[src/hw/rtl/glvp_pkg.sv]
// Shared types, codes and the reciprocal square root table for the Laplacian product block.
package glvp_pkg;

    localparam int MAX_NODES   = 64;
    localparam int MAX_DEGREE  = 16;
    localparam int NODE_W      = $clog2(MAX_NODES);
    localparam int SLOT_W      = $clog2(MAX_DEGREE);
    localparam int DEG_W       = SLOT_W + 1;
    localparam int COUNT_W     = NODE_W + 1;
    localparam int RSQ_W       = 17;
    localparam int CFG_INDEX_W = 1;
    localparam int CFG_DATA_W  = 7;

    localparam logic [1:0] OP_WRITE_NODE = 2'd0;
    localparam logic [1:0] OP_WRITE_NB   = 2'd1;
    localparam logic [1:0] OP_COMPUTE    = 2'd2;

    localparam logic [CFG_INDEX_W-1:0] CFG_MODE  = 1'd0;
    localparam logic [CFG_INDEX_W-1:0] CFG_COUNT = 1'd1;

    // Controller states, also used as datapath step codes
    localparam logic [3:0] ST_IDLE    = 4'd0;
    localparam logic [3:0] ST_RD_NODE = 4'd1;
    localparam logic [3:0] ST_LATCH   = 4'd2;
    localparam logic [3:0] ST_RD_SLOT = 4'd3;
    localparam logic [3:0] ST_RD_NB   = 4'd4;
    localparam logic [3:0] ST_NB_MUL  = 4'd5;
    localparam logic [3:0] ST_NB_ACC  = 4'd6;
    localparam logic [3:0] ST_SCALE   = 4'd7;
    localparam logic [3:0] ST_EMIT    = 4'd8;

    typedef struct packed {
        logic [1:0]        opcode;
        logic [5:0]        node_index;
        logic [3:0]        slot_index;
        logic [5:0]        neighbor_index;
        logic [4:0]        degree;
        logic signed [31:0] x_value;
    } glvp_req_t;

    typedef struct packed {
        logic [5:0]         result_index;
        logic signed [31:0] result_value;
        logic               saturated;
        logic               last;
    } glvp_res_t;

    typedef struct packed {
        logic [3:0]        step;
        logic [NODE_W-1:0] node;
        logic [SLOT_W-1:0] slot;
        logic              last;
    } glvp_cmd_t;

    typedef struct packed {
        logic [DEG_W-1:0] deg_read;
        logic [DEG_W-1:0] deg_node;
    } glvp_stat_t;

    // floor(65536 / sqrt(d)), zero for degree zero
    function automatic logic [RSQ_W-1:0] rsqrt_q16(input logic [DEG_W-1:0] d);
        logic [RSQ_W-1:0] r;
        begin
            case (d)
                5'd1:    r = 17'd65536;
                5'd2:    r = 17'd46340;
                5'd3:    r = 17'd37837;
                5'd4:    r = 17'd32768;
                5'd5:    r = 17'd29308;
                5'd6:    r = 17'd26754;
                5'd7:    r = 17'd24770;
                5'd8:    r = 17'd23170;
                5'd9:    r = 17'd21845;
                5'd10:   r = 17'd20724;
                5'd11:   r = 17'd19759;
                5'd12:   r = 17'd18918;
                5'd13:   r = 17'd18176;
                5'd14:   r = 17'd17515;
                5'd15:   r = 17'd16921;
                5'd16:   r = 17'd16384;
                default: r = 17'd0;
            endcase
            return r;
        end
    endfunction

endpackage

[src/hw/rtl/glvp_ctrl.sv]
// Sequencer that walks nodes and neighbour slots for a compute request.
module glvp_ctrl
    import glvp_pkg::*;
(
    input  logic               clk,
    input  logic               rst_n,
    input  logic               accept,
    input  logic [1:0]         opcode,
    input  logic [COUNT_W-1:0] node_count,
    input  glvp_stat_t         stat,
    output glvp_cmd_t          cmd,
    output logic               busy
);

    logic [3:0]        state_reg, state_next;
    logic [NODE_W-1:0] node_reg, node_next;
    logic [SLOT_W-1:0] slot_reg, slot_next;
    logic [COUNT_W-1:0] count_eff;
    logic              is_last;

    assign count_eff = (node_count > COUNT_W'(MAX_NODES)) ? COUNT_W'(MAX_NODES) : node_count;
    assign is_last   = ({1'b0, node_reg} + COUNT_W'(1)) == count_eff;

    always_comb
    begin
        state_next = state_reg;
        node_next  = node_reg;
        slot_next  = slot_reg;
        case (state_reg)
            ST_IDLE:
            begin
                if (accept && opcode == OP_COMPUTE && count_eff != '0)
                begin
                    state_next = ST_RD_NODE;
                    node_next  = '0;
                end
            end
            ST_RD_NODE: state_next = ST_LATCH;
            ST_LATCH:
            begin
                slot_next  = '0;
                state_next = (stat.deg_read == '0) ? ST_SCALE : ST_RD_SLOT;
            end
            ST_RD_SLOT: state_next = ST_RD_NB;
            ST_RD_NB:   state_next = ST_NB_MUL;
            ST_NB_MUL:  state_next = ST_NB_ACC;
            ST_NB_ACC:
            begin
                slot_next = slot_reg + SLOT_W'(1);
                if (({1'b0, slot_reg} + DEG_W'(1)) == stat.deg_node)
                    state_next = ST_SCALE;
                else
                    state_next = ST_RD_SLOT;
            end
            ST_SCALE: state_next = ST_EMIT;
            ST_EMIT:
            begin
                node_next  = node_reg + NODE_W'(1);
                state_next = is_last ? ST_IDLE : ST_RD_NODE;
            end
            default: state_next = ST_IDLE;
        endcase
    end

    always_ff @(posedge clk or negedge rst_n)
    begin
        if (!rst_n)
        begin
            state_reg <= ST_IDLE;
            node_reg  <= '0;
            slot_reg  <= '0;
        end
        else
        begin
            state_reg <= state_next;
            node_reg  <= node_next;
            slot_reg  <= slot_next;
        end
    end

    assign cmd.step = state_reg;
    assign cmd.node = node_reg;
    assign cmd.slot = slot_reg;
    assign cmd.last = is_last;
    assign busy     = (state_reg != ST_IDLE);

endmodule

[config.mk]
export PLATFORM = sky130hd
export DESIGN_NAME = glvp_ctrl
export DESIGN_NICKNAME = d
export VERILOG_FILES = /design/src/hw/rtl/glvp_pkg.sv /design/src/hw/rtl/glvp_ctrl.sv
export SDC_FILE = /design/constraint.sdc
export NUM_CORES = 1
export LEC_CHECK = 0
export ABC_AREA = 1
export ABC_CLOCK_PERIOD_IN_PS = 2800
export BUFFER_PORTS_ARGS = -buffer_cell sky130_fd_sc_hd__buf_2
export CAP_MARGIN = 5
export CORE_MARGIN = 5
export CORE_UTILIZATION = 52
export DETAILED_ROUTE_END_ITERATION = 7
export GPL_TIMING_DRIVEN = 0
export PLACE_DENSITY_LB_ADDON = 0.12
export SLEW_MARGIN = 20
export SYNTH_ARGS = -nofsm -noshare
export SYNTH_HDL_FRONTEND = slang
export SYNTH_SLANG_ARGS = --single-unit
[constraint.sdc]
create_clock -name clk -period 2.8 [get_ports clk]
set_clock_uncertainty 0.2 [all_clocks]
set_input_delay 0.28 -clock clk [delete_from_list [all_inputs] [get_ports clk]]
set_output_delay 0.28 -clock clk [all_outputs]
set_load 0.01 [all_outputs]
==> summary.txt <==
Run status
  – Status: complete, no violations

Hold path
  – Hold EP: state_reg[2]$_DFFE_PN0P_
  – Min-Delay Path Class: in -> reg
  – WHS Path Cells: 3
  – Hold path start: stat[4]

GRT
  – First-pass GRT wire length: between 3000 and 4000 µm
  – Largest net degree at the start of global routing: 15
  – GRT Resource Usage Total: 0.178
  – Vias in the first global route: 987
  – Initial antenna violation count: 0
  – GRT overflow: 0

Power
  – PD cells: 882 nW/µm²
  – Share of power burned in the clock network: 0.118
  – Flop pwr share: 0.347
  – Psw: between 0.0005 and 0.0006 W
  – Int Power: approximately 0.00062 W
  – Combinational share of power: 0.535
  – Switching Fraction: 0.472
  – Tot Pwr: between 0.001 and 0.0015 W
  – Leak Pwr: approximately 0.71 nW
  – Peak supply drop: between 0.4 and 0.5 mV

STA
  – Setup_tns: 0 ns
  – Relative slew slack: 0.800
  – Worst slew pin tran: 0.299 ns
  – Final worst path period share: 0.840
  – Final Slew Violations: 0
  – Fmax: between 0.4 and 0.5 GHz
  – Post-layout min period: roughly 2.4 ns
  – Final hold viol count: 0
  – RSZ-0062 raised after global routing: no
  – Final setup viols: 0

Yosys
  – Syn_nets: 170
  – Synthesis Warnings: 0
  – Cells after Synth: between 100 and 150
  – Post-Syn Area: ~1100 µm²
  – Sequential fraction of the synthesis area: 0.330
  – Synth cell types: 26
  – Post-synthesis register bit count: 14
  – Avg Inst Size Synth: just over 7 µm²

Routing
  – Initial DRC count: 13
  – Average via count per standard cell: 4.86
  – DRC: 0
  – Final ANT Viol Nets: 0
  – WL/cell: around 11 µm
  – Routed WL: 2370 µm
  – DR vias: between 1,000 and 1,500
  – Pre-antenna DRT Iters: 4

Critical path
  – CP cell instances: ha_1 -> nand2_1 -> nor2_2 -> nand2_2 -> nand2_2 -> nand2_2 -> nand2_2 -> nand3_2 -> nor2_2 -> nand2_2 -> inv_1 -> buf_4 -> buf_2
  – Reg2reg path depth: 12
  – CP arrival: 1.87 ns
  – Buffers & Inverters on Critical Path: 3
  – R2R setup slack: between 1 and 1.5 ns
  – Worst path max stage delay: between 0.4 and 0.5 ns
  – Crit start category: register
  – Worst Path Max Fanout: 5
  – RR Endpoint: state_reg[0]$_DFFE_PN0P_
  – Reg-to-Reg Start: node_reg[0]$_DFFE_PN0P_
  – Most frequent CP cell: nand2_2
  – Worst EP required: between 2 and 2.5 ns
  – Top delay family on crit path: simple AND/OR/NAND/NOR gates
  – Critical-path top delay cell: dfrtp_1
  – Crit path kind: reg -> out
  – Nature of the critical path endpoint: output pin

Die
  – Die Span X: around 55 µm
  – Row count: 16
  – Die area: slightly above 3000 µm²
  – Die Y: about 55 µm
  – Initial core utilization: 0.541
  – Total I/O pin count: 38
  – Core ar.: 1960 µm²

Layout
  – Final core utilization: 0.676
  – Layout Cells excl Fill: around 220
  – Nets: around 210
  – Max reg flops: 6
  – Share of post-route cells with drive strength above 1: 0.372
  – Area Growth Syn to Fin: 25.0%
  – Cell area after layout: approximately 1300 µm²
  – Antenna Cells: 0

Clock network
  – Clock Pin Slew Worst Setup and Hold Paths: roughly 0.080 ns
  – Postcts setup bufs: 0
  – Root buf cell: clkbuf_4
  – Clock sink total: 14
  – CTS buffer count: 3
  – H-tree levels: 1
  – Post-cts sizing count: 0
  – CTS tree: yes
  – Cts hold-fix bufs: 1
  – Maximum buffer depth of the clock tree: 2
  – Worst skew pair latency: between 0.2 and 0.3 ns

Placement
  – Placed inst area: ~1300 µm²
  – Placed cell count: 210
  – RD Place Congestion: between 0.7 and 0.8
  – Port Buf Inserts: 37
  – Post-DP HPWL: roughly 2000 µm

Flow run
  – Max_cap viols: 0
## per-layer routing
layer,part of all wire,GRT usage
met1,0.45,0.206
met2,0.50,0.321
met3,0.052,0.0349
met4,0.0042,0.0648
met5,0,0
## layout by cell type (no fill, tap or decap)
cell type      count
xor2_1             6
dlygate4sd3_1      1
o21ai_0            5
buf_2             37
nor3_1             2
buf_4              1
nand3_1           14
nand3_2            5
inv_1             16
o31ai_1            2
nand2_1           34
dfrtp_1           14
clkbuf_4           3
and3b_1            1
ha_1               2
nor2_1             6
nor3_2             1
inv_2              4
clkinv_2           1
a21oi_2            1
xnor2_1            3
a21oi_1            3
o22ai_1            2
clkbuf_8           1
nor2_4             1
nand2_2           11
nor4_1             1
o21ai_1            4
nand4_1            2
nor2_2             4
## worst max-delay path by stage
stage,from,endpoint,slack [ns],depth (start not counted)
final,node_reg[0]$_DFFE_PN0P_,cmd[0],0.45,13
after global routing,node_reg[0]$_DFFE_PN0P_,cmd[0],0.26,13
after CTS,node_reg[0]$_DFFE_PN0P_,cmd[0],0.43,13
after detailed placement,node_reg[0]$_DFFE_PN0P_,cmd[0],0.74,13
after global placement,node_reg[0]$_DFFE_PN0P_,cmd[0],0.77,13
after floorplan,node_reg[0]$_DFFE_PN0P_,cmd[0],0.90,12
## Yosys cell counts
master	number	area (µm²)
nand2_1	34	128
inv_1	16	60.1
dfrtp_1	14	350
nand3_1	14	70.1
nand2_2	11	68.8
nor2_1	6	22.5
xor2_1	6	52.6
nand3_2	5	50.1
o21ai_0	5	25.0
inv_2	4	15.0
nor2_2	4	25.0
o21ai_1	4	20.0
a21oi_1	3	15.0
xnor2_1	3	26.3
ha_1	2	25.0
nand4_1	2	12.5
nor3_1	2	10.0
o22ai_1	2	12.5
o31ai_1	2	15.0
a21oi_2	1	8.76
and3b_1	1	8.76
buf_4	1	7.51
clkinv_2	1	5.00
nor2_4	1	11.3
nor3_2	1	10.0
nor4_1	1	6.26
## per-stage QoR
step,hold WS [ns],worst slack (ns)
5_1_grt,0.0998,0.256
4_1_cts,0.111,0.425
3_5_place_dp,-0.0144,0.743
3_3_place_gp,-0.0162,0.773
2_1_floorplan,-0.216,0.903
6_report,0.112,0.447
## cell type report
type | count | area [µm²]
clock buffer | 4 | 36.3
fill | 186 | 636
multi-input combinational | 110 | 623
tap | 27 | 33.8
inverter | 21 | 80.1
sequential | 14 | 350
timing repair buffer | 38 | 195
buffer | 1 | 7.51
## power by group through the flow
stage / sequential (W) / clock (W) / combinational, W
after floorplan: 0.000430 / 0 / 0.000406
after CTS: 0.000403 / 0.000143 / 0.000636
after detailed placement: 0.000406 / 0 / 0.000632
after global placement: 0.000403 / 0 / 0.000615
after global routing: 0.000423 / 0.000156 / 0.000711
final: 0.000406 / 0.000138 / 0.000627
## worst register-to-register path: cells and delay by family, from the launching register on
kind,cells,cell delay (ns)
AO/OA/AOI/OAI,1,0.04
flip-flops,1,0.43
adder cells (fa/ha/maj),1,0.25
AND/OR/NAND/NOR,10,0.73
## logic make-up (layout without fill, tap and decap cells)
logic type	count (synthesis)	in the layout	share of synthesized area
simple gates	82	82	0.399
buf+inv	22	64	0.0825
compound gates	17	17	0.0908
flops	14	14	0.330
xor+xnor	9	9	0.0743
fa+ha+maj	2	2	0.0236
Power figures use the tool's default switching activity.
